### src/rtl/lrfd_pkg.sv
`timescale 1ns / 1ps
// ----------------------------------------------------------------------------
// lrfd_pkg
// Shared types and constants of the laser range frame decoder.
// ----------------------------------------------------------------------------
package lrfd_pkg;

  // field widths
  localparam int unsigned BYTE_W = 8;
  localparam int unsigned DIST_W = 20;
  localparam int unsigned ACC_W  = 27;
  localparam int unsigned POS_W  = 4;

  typedef logic [BYTE_W-1:0] byte_t;
  typedef logic [DIST_W-1:0] dist_t;
  typedef logic signed [ACC_W-1:0] acc_t;
  typedef logic [POS_W-1:0] pos_t;

  // frame layout
  localparam int unsigned FRAME_BYTES = 11;
  localparam pos_t POS_HUNT        = POS_W'(0);
  localparam pos_t POS_FIRST_DIGIT = POS_W'(3);
  localparam pos_t POS_SPACER      = POS_W'(6);
  localparam pos_t POS_LAST_DIGIT  = POS_W'(9);
  localparam pos_t POS_CHECKSUM    = POS_W'(FRAME_BYTES - 1);

  // byte codes
  localparam byte_t HEADER_BYTE = 8'h80;
  localparam byte_t DIGIT_BASE  = 8'd48;

  // reset value of the distance limit
  localparam dist_t LIMIT_RESET = DIST_W'(10000);

endpackage

### src/rtl/laser_range_frame_decoder_top.sv
`timescale 1ns / 1ps
// ----------------------------------------------------------------------------
// laser_range_frame_decoder_top
// Decodes the serial byte stream of a laser range module into distances.
// ----------------------------------------------------------------------------
// The block takes one received byte per cycle. Bytes are dropped until the
// 0x80 header; then an 11-byte frame is collected with a running checksum
// and a decimal digit accumulator (multiply by ten and add, one digit per
// byte), so there is no frame buffer. A frame with a good checksum gives one
// item on the out channel in the cycle after its checksum byte is taken;
// a bad frame gives nothing. Sustained rate is one byte per cycle. The only
// stall is a checksum byte arriving while the single output register still
// holds an item the sink has not taken. The distance limit may be written
// only while no frame result is pending.
module laser_range_frame_decoder_top (
  input  logic                           clk,
  input  logic                           rst_n,
  // configuration write
  input  logic                           cfg_valid,
  output logic                           cfg_ready,
  input  logic [lrfd_pkg::DIST_W-1:0]    cfg_distance_limit,
  // received bytes
  input  logic                           in_valid,
  output logic                           in_ready,
  input  logic [lrfd_pkg::BYTE_W-1:0]    in_rx_byte,
  // decoded distances
  output logic                           out_valid,
  input  logic                           out_ready,
  output logic [lrfd_pkg::DIST_W-1:0]    out_distance,
  output logic                           out_out_of_range
);

  lrfd_pkg::dist_t limit_r;
  lrfd_pkg::pos_t  pos_r, pos_nxt;
  lrfd_pkg::byte_t sum_r, sum_nxt;
  lrfd_pkg::acc_t  acc_r, acc_nxt;
  lrfd_pkg::dist_t last_r, last_nxt;

  logic            out_valid_r, out_valid_nxt;
  lrfd_pkg::dist_t out_dist_r, out_dist_nxt;
  logic            out_oor_r, out_oor_nxt;

  logic            in_fire;
  logic            out_free;
  logic            is_digit;
  logic            sum_ok;
  logic            too_big;
  logic            reject;
  lrfd_pkg::acc_t  digit;
  lrfd_pkg::acc_t  acc_x10;
  lrfd_pkg::byte_t sum_add;

  // configuration register, always ready
  assign cfg_ready = 1'b1;

  always_ff @(posedge clk) begin
    if (!rst_n) begin
      limit_r <= lrfd_pkg::LIMIT_RESET;
    end else if (cfg_valid) begin
      limit_r <= cfg_distance_limit;
    end
  end

  // handshake: only the checksum byte needs a free output slot
  assign out_free = !out_valid_r || out_ready;
  assign in_ready = out_free || (pos_r != lrfd_pkg::POS_CHECKSUM);
  assign in_fire  = in_valid && in_ready;

  // per-byte arithmetic
  assign sum_add  = sum_r + in_rx_byte;
  assign digit    = lrfd_pkg::ACC_W'($signed({1'b0, in_rx_byte}))
                  - lrfd_pkg::ACC_W'(lrfd_pkg::DIGIT_BASE);
  assign acc_x10  = (acc_r <<< 3) + (acc_r <<< 1);
  assign is_digit = (pos_r >= lrfd_pkg::POS_FIRST_DIGIT) &&
                    (pos_r <= lrfd_pkg::POS_LAST_DIGIT) &&
                    (pos_r != lrfd_pkg::POS_SPACER);

  // checksum byte makes the whole frame sum zero
  assign sum_ok  = (sum_add == '0);
  assign too_big = acc_r > $signed({1'b0, {(lrfd_pkg::ACC_W-lrfd_pkg::DIST_W-1){1'b0}},
                                    limit_r});
  assign reject  = acc_r[lrfd_pkg::ACC_W-1] || too_big;

  // frame tracking
  always_comb begin
    pos_nxt  = pos_r;
    sum_nxt  = sum_r;
    acc_nxt  = acc_r;
    last_nxt = last_r;
    if (in_fire) begin
      if (pos_r == lrfd_pkg::POS_HUNT) begin
        if (in_rx_byte == lrfd_pkg::HEADER_BYTE) begin
          pos_nxt = lrfd_pkg::POS_W'(1);
          sum_nxt = in_rx_byte;
          acc_nxt = '0;
        end
      end else if (pos_r == lrfd_pkg::POS_CHECKSUM) begin
        pos_nxt = lrfd_pkg::POS_HUNT;
        if (sum_ok && !reject) begin
          last_nxt = acc_r[lrfd_pkg::DIST_W-1:0];
        end
      end else begin
        pos_nxt = pos_r + lrfd_pkg::POS_W'(1);
        sum_nxt = sum_add;
        if (is_digit) begin
          acc_nxt = acc_x10 + digit;
        end
      end
    end
  end

  // output register
  always_comb begin
    out_valid_nxt = out_valid_r && !out_ready;
    out_dist_nxt  = out_dist_r;
    out_oor_nxt   = out_oor_r;
    if (in_fire && (pos_r == lrfd_pkg::POS_CHECKSUM) && sum_ok) begin
      out_valid_nxt = 1'b1;
      out_oor_nxt   = reject;
      out_dist_nxt  = reject ? last_r : acc_r[lrfd_pkg::DIST_W-1:0];
    end
  end

  always_ff @(posedge clk) begin
    if (!rst_n) begin
      pos_r       <= lrfd_pkg::POS_HUNT;
      sum_r       <= '0;
      acc_r       <= '0;
      last_r      <= '0;
      out_valid_r <= 1'b0;
    end else begin
      pos_r       <= pos_nxt;
      sum_r       <= sum_nxt;
      acc_r       <= acc_nxt;
      last_r      <= last_nxt;
      out_valid_r <= out_valid_nxt;
    end
  end

  // result payload
  always_ff @(posedge clk) begin
    out_dist_r <= out_dist_nxt;
    out_oor_r  <= out_oor_nxt;
  end

  assign out_valid        = out_valid_r;
  assign out_distance     = out_dist_r;
  assign out_out_of_range = out_oor_r;

endmodule

### config.mk
export PLATFORM = sky130hd
export DESIGN_NAME = laser_range_frame_decoder_top
export DESIGN_NICKNAME = d
export VERILOG_FILES = /design/src/rtl/lrfd_pkg.sv /design/src/rtl/laser_range_frame_decoder_top.sv
export SDC_FILE = /design/constraint.sdc
export NUM_CORES = 1
export LEC_CHECK = 0
export ABC_AREA = 1
export BUFFER_PORTS_ARGS = -buffer_cell sky130_fd_sc_hd__buf_2
export CAP_MARGIN = 20
export CORE_ASPECT_RATIO = 0.5
export CORE_UTILIZATION = 53
export DETAILED_ROUTE_END_ITERATION = 7
export GPL_ROUTABILITY_DRIVEN = 0
export GPL_TIMING_DRIVEN = 0
export PLACE_DENSITY = 0.72
export RECOVER_POWER = 100
export REMOVE_ABC_BUFFERS = 1
export SYNTH_ARGS = -nofsm -noshare
export SYNTH_HDL_FRONTEND = slang
export SYNTH_SLANG_ARGS = --single-unit
export TNS_END_PERCENT = 50
### constraint.sdc
create_clock -name clk -period 9.87 [get_ports clk]
set_clock_uncertainty 0.05 [all_clocks]
set_input_delay 0.4935 -clock clk [delete_from_list [all_inputs] [get_ports clk]]
set_output_delay 0.4935 -clock clk [all_outputs]
set_load 0.02 [all_outputs]
==> results by group <==
Run status
  – Outcome: complete, but fails checks
  – Failing checks: DRC, capacitance limit, slew limit

Detailed routing
  – Vias per inst: 5.28
  – Drt wl/cell: 13.4 um
  – DRT antenna net count: 0
  – Final wirelength: 16.2 mm
  – Pre-antenna DRT Iters: 7
  – Drt drc: 4
  – DR iter-0 viols: 476
  – Via count: 6359

Clocking
  – TritonCTS clock tree: done
  – Post-CTS sizing: 0
  – Clock sink count: 101
  – Setup Buffers After CTS: 0
  – Clock Root Buffer: clkbuf_16
  – Skew-Pair Late Insertion Delay: 0.35 ns
  – Inserted Clock Buffers: 9
  – CTS H-tree depth: 3
  – Longest Clk Path Bufs: 2
  – Clock-pin slew on the worst setup and hold paths: 0.07 ns
  – Hold buffer count at CTS: 0

Min path
  – Min-delay src: cfg_distance_limit[10]
  – Hold Crit Class: primary input to register
  – Worst hold stages: 3

Setup path
  – Worst R2R Start: acc_r[10]
  – Critical path class: register to register
  – Worst Setup SP: acc_r[10]
  – Worst path bufs/invs: 0
  – CP max FO: 42
  – Critical Path Sink Type: register
  – CP most frequent cell: nor2_1
  – Crit path max-delay family: simple AND/OR/NAND/NOR gates
  – Critical Path RT: 10.05 ns
  – Critical Path Stages: 11
  – CP Launch Type: register
  – Max incr delay on CP: 2.00 ns
  – Worst EP arrival: 5.22 ns
  – Cell Chain, Critical Path: ha_1 -> nand2_1 -> nor2_1 -> and2_0 -> nand2_1 -> nand3_1 -> nand2_1 -> a21oi_1 -> nor2_1 -> nor2_1 -> nor2_1
  – CP max-delay cell: a21oi_1
  – Register-to-Register Path Depth: 11

Layout
  – Sequential Area: 0.00223 mm2
  – Non-Filler Instances: 1204
  – # diodes: 0
  – Fill cells: 1216
  – Nets: 1142
  – P&R area growth vs syn: 7.54%
  – Final Util: 59.6%
  – Area taken by multi-input logic gates: 0.00420 mm2
  – Layout cell share with drive strength beyond 1: 7.16%

STA
  – Fin. Hold Viols: 0
  – Final setup viols: 0
  – Setup TNS: 0 ns
  – FMAX: 199 MHz
  – Final-report max-slew violation count: 139
  – Final Worst Setup Slack: 4.84 ns
  – Fin crit period: 5.03 ns
  – Final worst path period share: 51.0%
  – Slew headroom: -79.0%
  – Worst slew pin tran: 2.68 ns
  – Unrepaired setup endpoints after global routing: no

Job
  – MaxCap Viol Count: 5

Pwr
  – Max VDD drop: 76.7 uV
  – Leak: 3.51 nW
  – P per Cell Area: 111 mW/mm2

Logic synthesis
  – Seq/Total Area, Yosys: 31.3%
  – Mapped Avg Cell Area: 7.21 um2
  – Post-synth top area share: 22.4%
  – Synth cell count leaders: nand2_1 (247), inv_1 (120), nor2_1 (114)
  – Synth cell types: 43
  – Most common cell in the netlist: nand2_1
  – Gate Count Post-Synth: 989
  – Post-synth top flop: dfxtp_1
  – Synth async-reset ratio: 0%
  – Synth area leader: dfxtp_1
  – Synth area leaders: dfxtp_1 (22%), nand2_1 (13%), ha_1 (9.6%)
  – Yosys warning total: 0
  – #FFs+latches synth: 101
  – Netlist Area Pre-Place: 0.00714 mm2
  – Number of flops mapped to enable cells by yosys: 21

Floorplanning
  – Die Span Y: 84.0 um
  – Core box area: 0.0129 mm2
  – Rows: 29
  – Die Wd: 166 um
  – Die outline area: 0.0140 mm2
  – Initial Util: 55.4%
  – # IOs: 57

Placement
  – Dpl cells: 1188
  – Hpwl dp: 12.4 mm
  – Pre-CTS WS: 5.94 ns
  – Port-buffer cells: 55

Global routing
  – Antenna violations before repair: 0
  – Number of global-route vias before repair: 5888
  – Global-route wire length before repair: 27.8 mm
  – All-Layer GR Usage: 24.5%
  – Largest net degree at the start of global routing: 45
  – Grt total ovfl: 0
[sequential cells by signal (all words and copies together) (netlist names)]
| name | cells |
|---|---|
| acc_r | 27 |
| last_r | 20 |
| limit_r | 20 |
| out_distance | 20 |
| sum_r | 8 |
| pos_r | 4 |
| out_out_of_range | 1 |
| out_valid | 1 |
[cell type report]
type,count,area share (%)
Clock inverter,7,0.880
Timing Repair Buffer,57,3.26
Sequential cell,101,29.1
Tap cell,170,2.77
Clock buffer,9,2.93
Inverter,127,6.28
Multi-Input combinational cell,733,54.8
[worst reg2reg max path, cell delays in order, from the launching register on]
cell     delay [ns]
dfxtp_1        0.39
ha_1           0.33
nand2_1        0.08
nor2_1         0.13
and2_0         0.16
nand2_1        0.06
nand3_1        0.14
nand2_1        0.10
a21oi_1        2.00
nor2_1         1.11
nor2_1         0.32
nor2_1         0.07
[power by group]
group / switching [W] / internal, W
sequential: 0.00000151 / 0.000425
clock: 0.000171 / 0.000177
combinational: 0.0000485 / 0.0000272
total: 0.000221 / 0.000629
[routing by layer]
| metal | track usage [%] | wire length (um) | share of wire (%) | up-vias |
|---|---|---|---|---|
| met1 | 33.8 | 8030 | 50 | 2905 |
| met2 | 39.8 | 7100 | 44 | 144 |
| met5 | 0 | 0 | 0 | - |
| met3 | 4.60 | 804 | 5.0 | 19 |
| met4 | 6.03 | 231 | 1.4 | 0 |
| li1 | - | - | - | 3291 |
[cells by family after synthesis]
| group | count (synthesis) | synth area share, % |
|---|---|---|
| AND/OR/NAND/NOR | 470 | 28.9 |
| buffers and inverters | 155 | 9.01 |
| adder cells (fa/ha/maj) | 80 | 16.7 |
| XOR/XNOR | 9 | 1.10 |
| other | 1 | 0.0526 |
| AO/OA/AOI/OAI | 173 | 13.0 |
| flip-flops | 101 | 31.3 |
[cells in the final DEF, fill, tap and decap left out, types with 3 or more instances in the layout]
| master | instances |
|---|---|
| nand2_1 | 248 |
| xor2_1 | 5 |
| nor2_1 | 115 |
| dfxtp_1 | 80 |
| nand3_2 | 9 |
| o21ai_0 | 68 |
| nand4_1 | 14 |
| inv_1 | 121 |
| nand3b_1 | 8 |
| clkbuf_16 | 9 |
| a21oi_2 | 6 |
| buf_2 | 29 |
| nor3_1 | 10 |
| nand3_1 | 56 |
| xnor2_1 | 4 |
| clkbuf_1 | 28 |
| o21a_1 | 3 |
| a21oi_1 | 87 |
| edfxtp_1 | 21 |
| inv_2 | 3 |
| fa_1 | 25 |
| ha_1 | 55 |
[through the flow]
stage,area [um2],total power [W],hold slack [ns]
2_1_floorplan,6970,0.000486,0.385
3_3_place_gp,7460,0.000509,0.400
3_5_place_dp,7520,0.000512,0.408
4_1_cts,7810,0.000860,0.311
5_1_grt,7670,0.000889,0.310
6_report,7670,0.000851,0.314
[path summary, 6_finish.rpt]
check                      to  slack, ns
hold / removal    limit_r[10]       0.31
setup / recovery   last_r[17]       4.84
hold reg to reg   limit_r[19]       0.42
setup reg to reg   last_r[17]       4.84
Note: power is estimated with default switching activity, not from simulation.
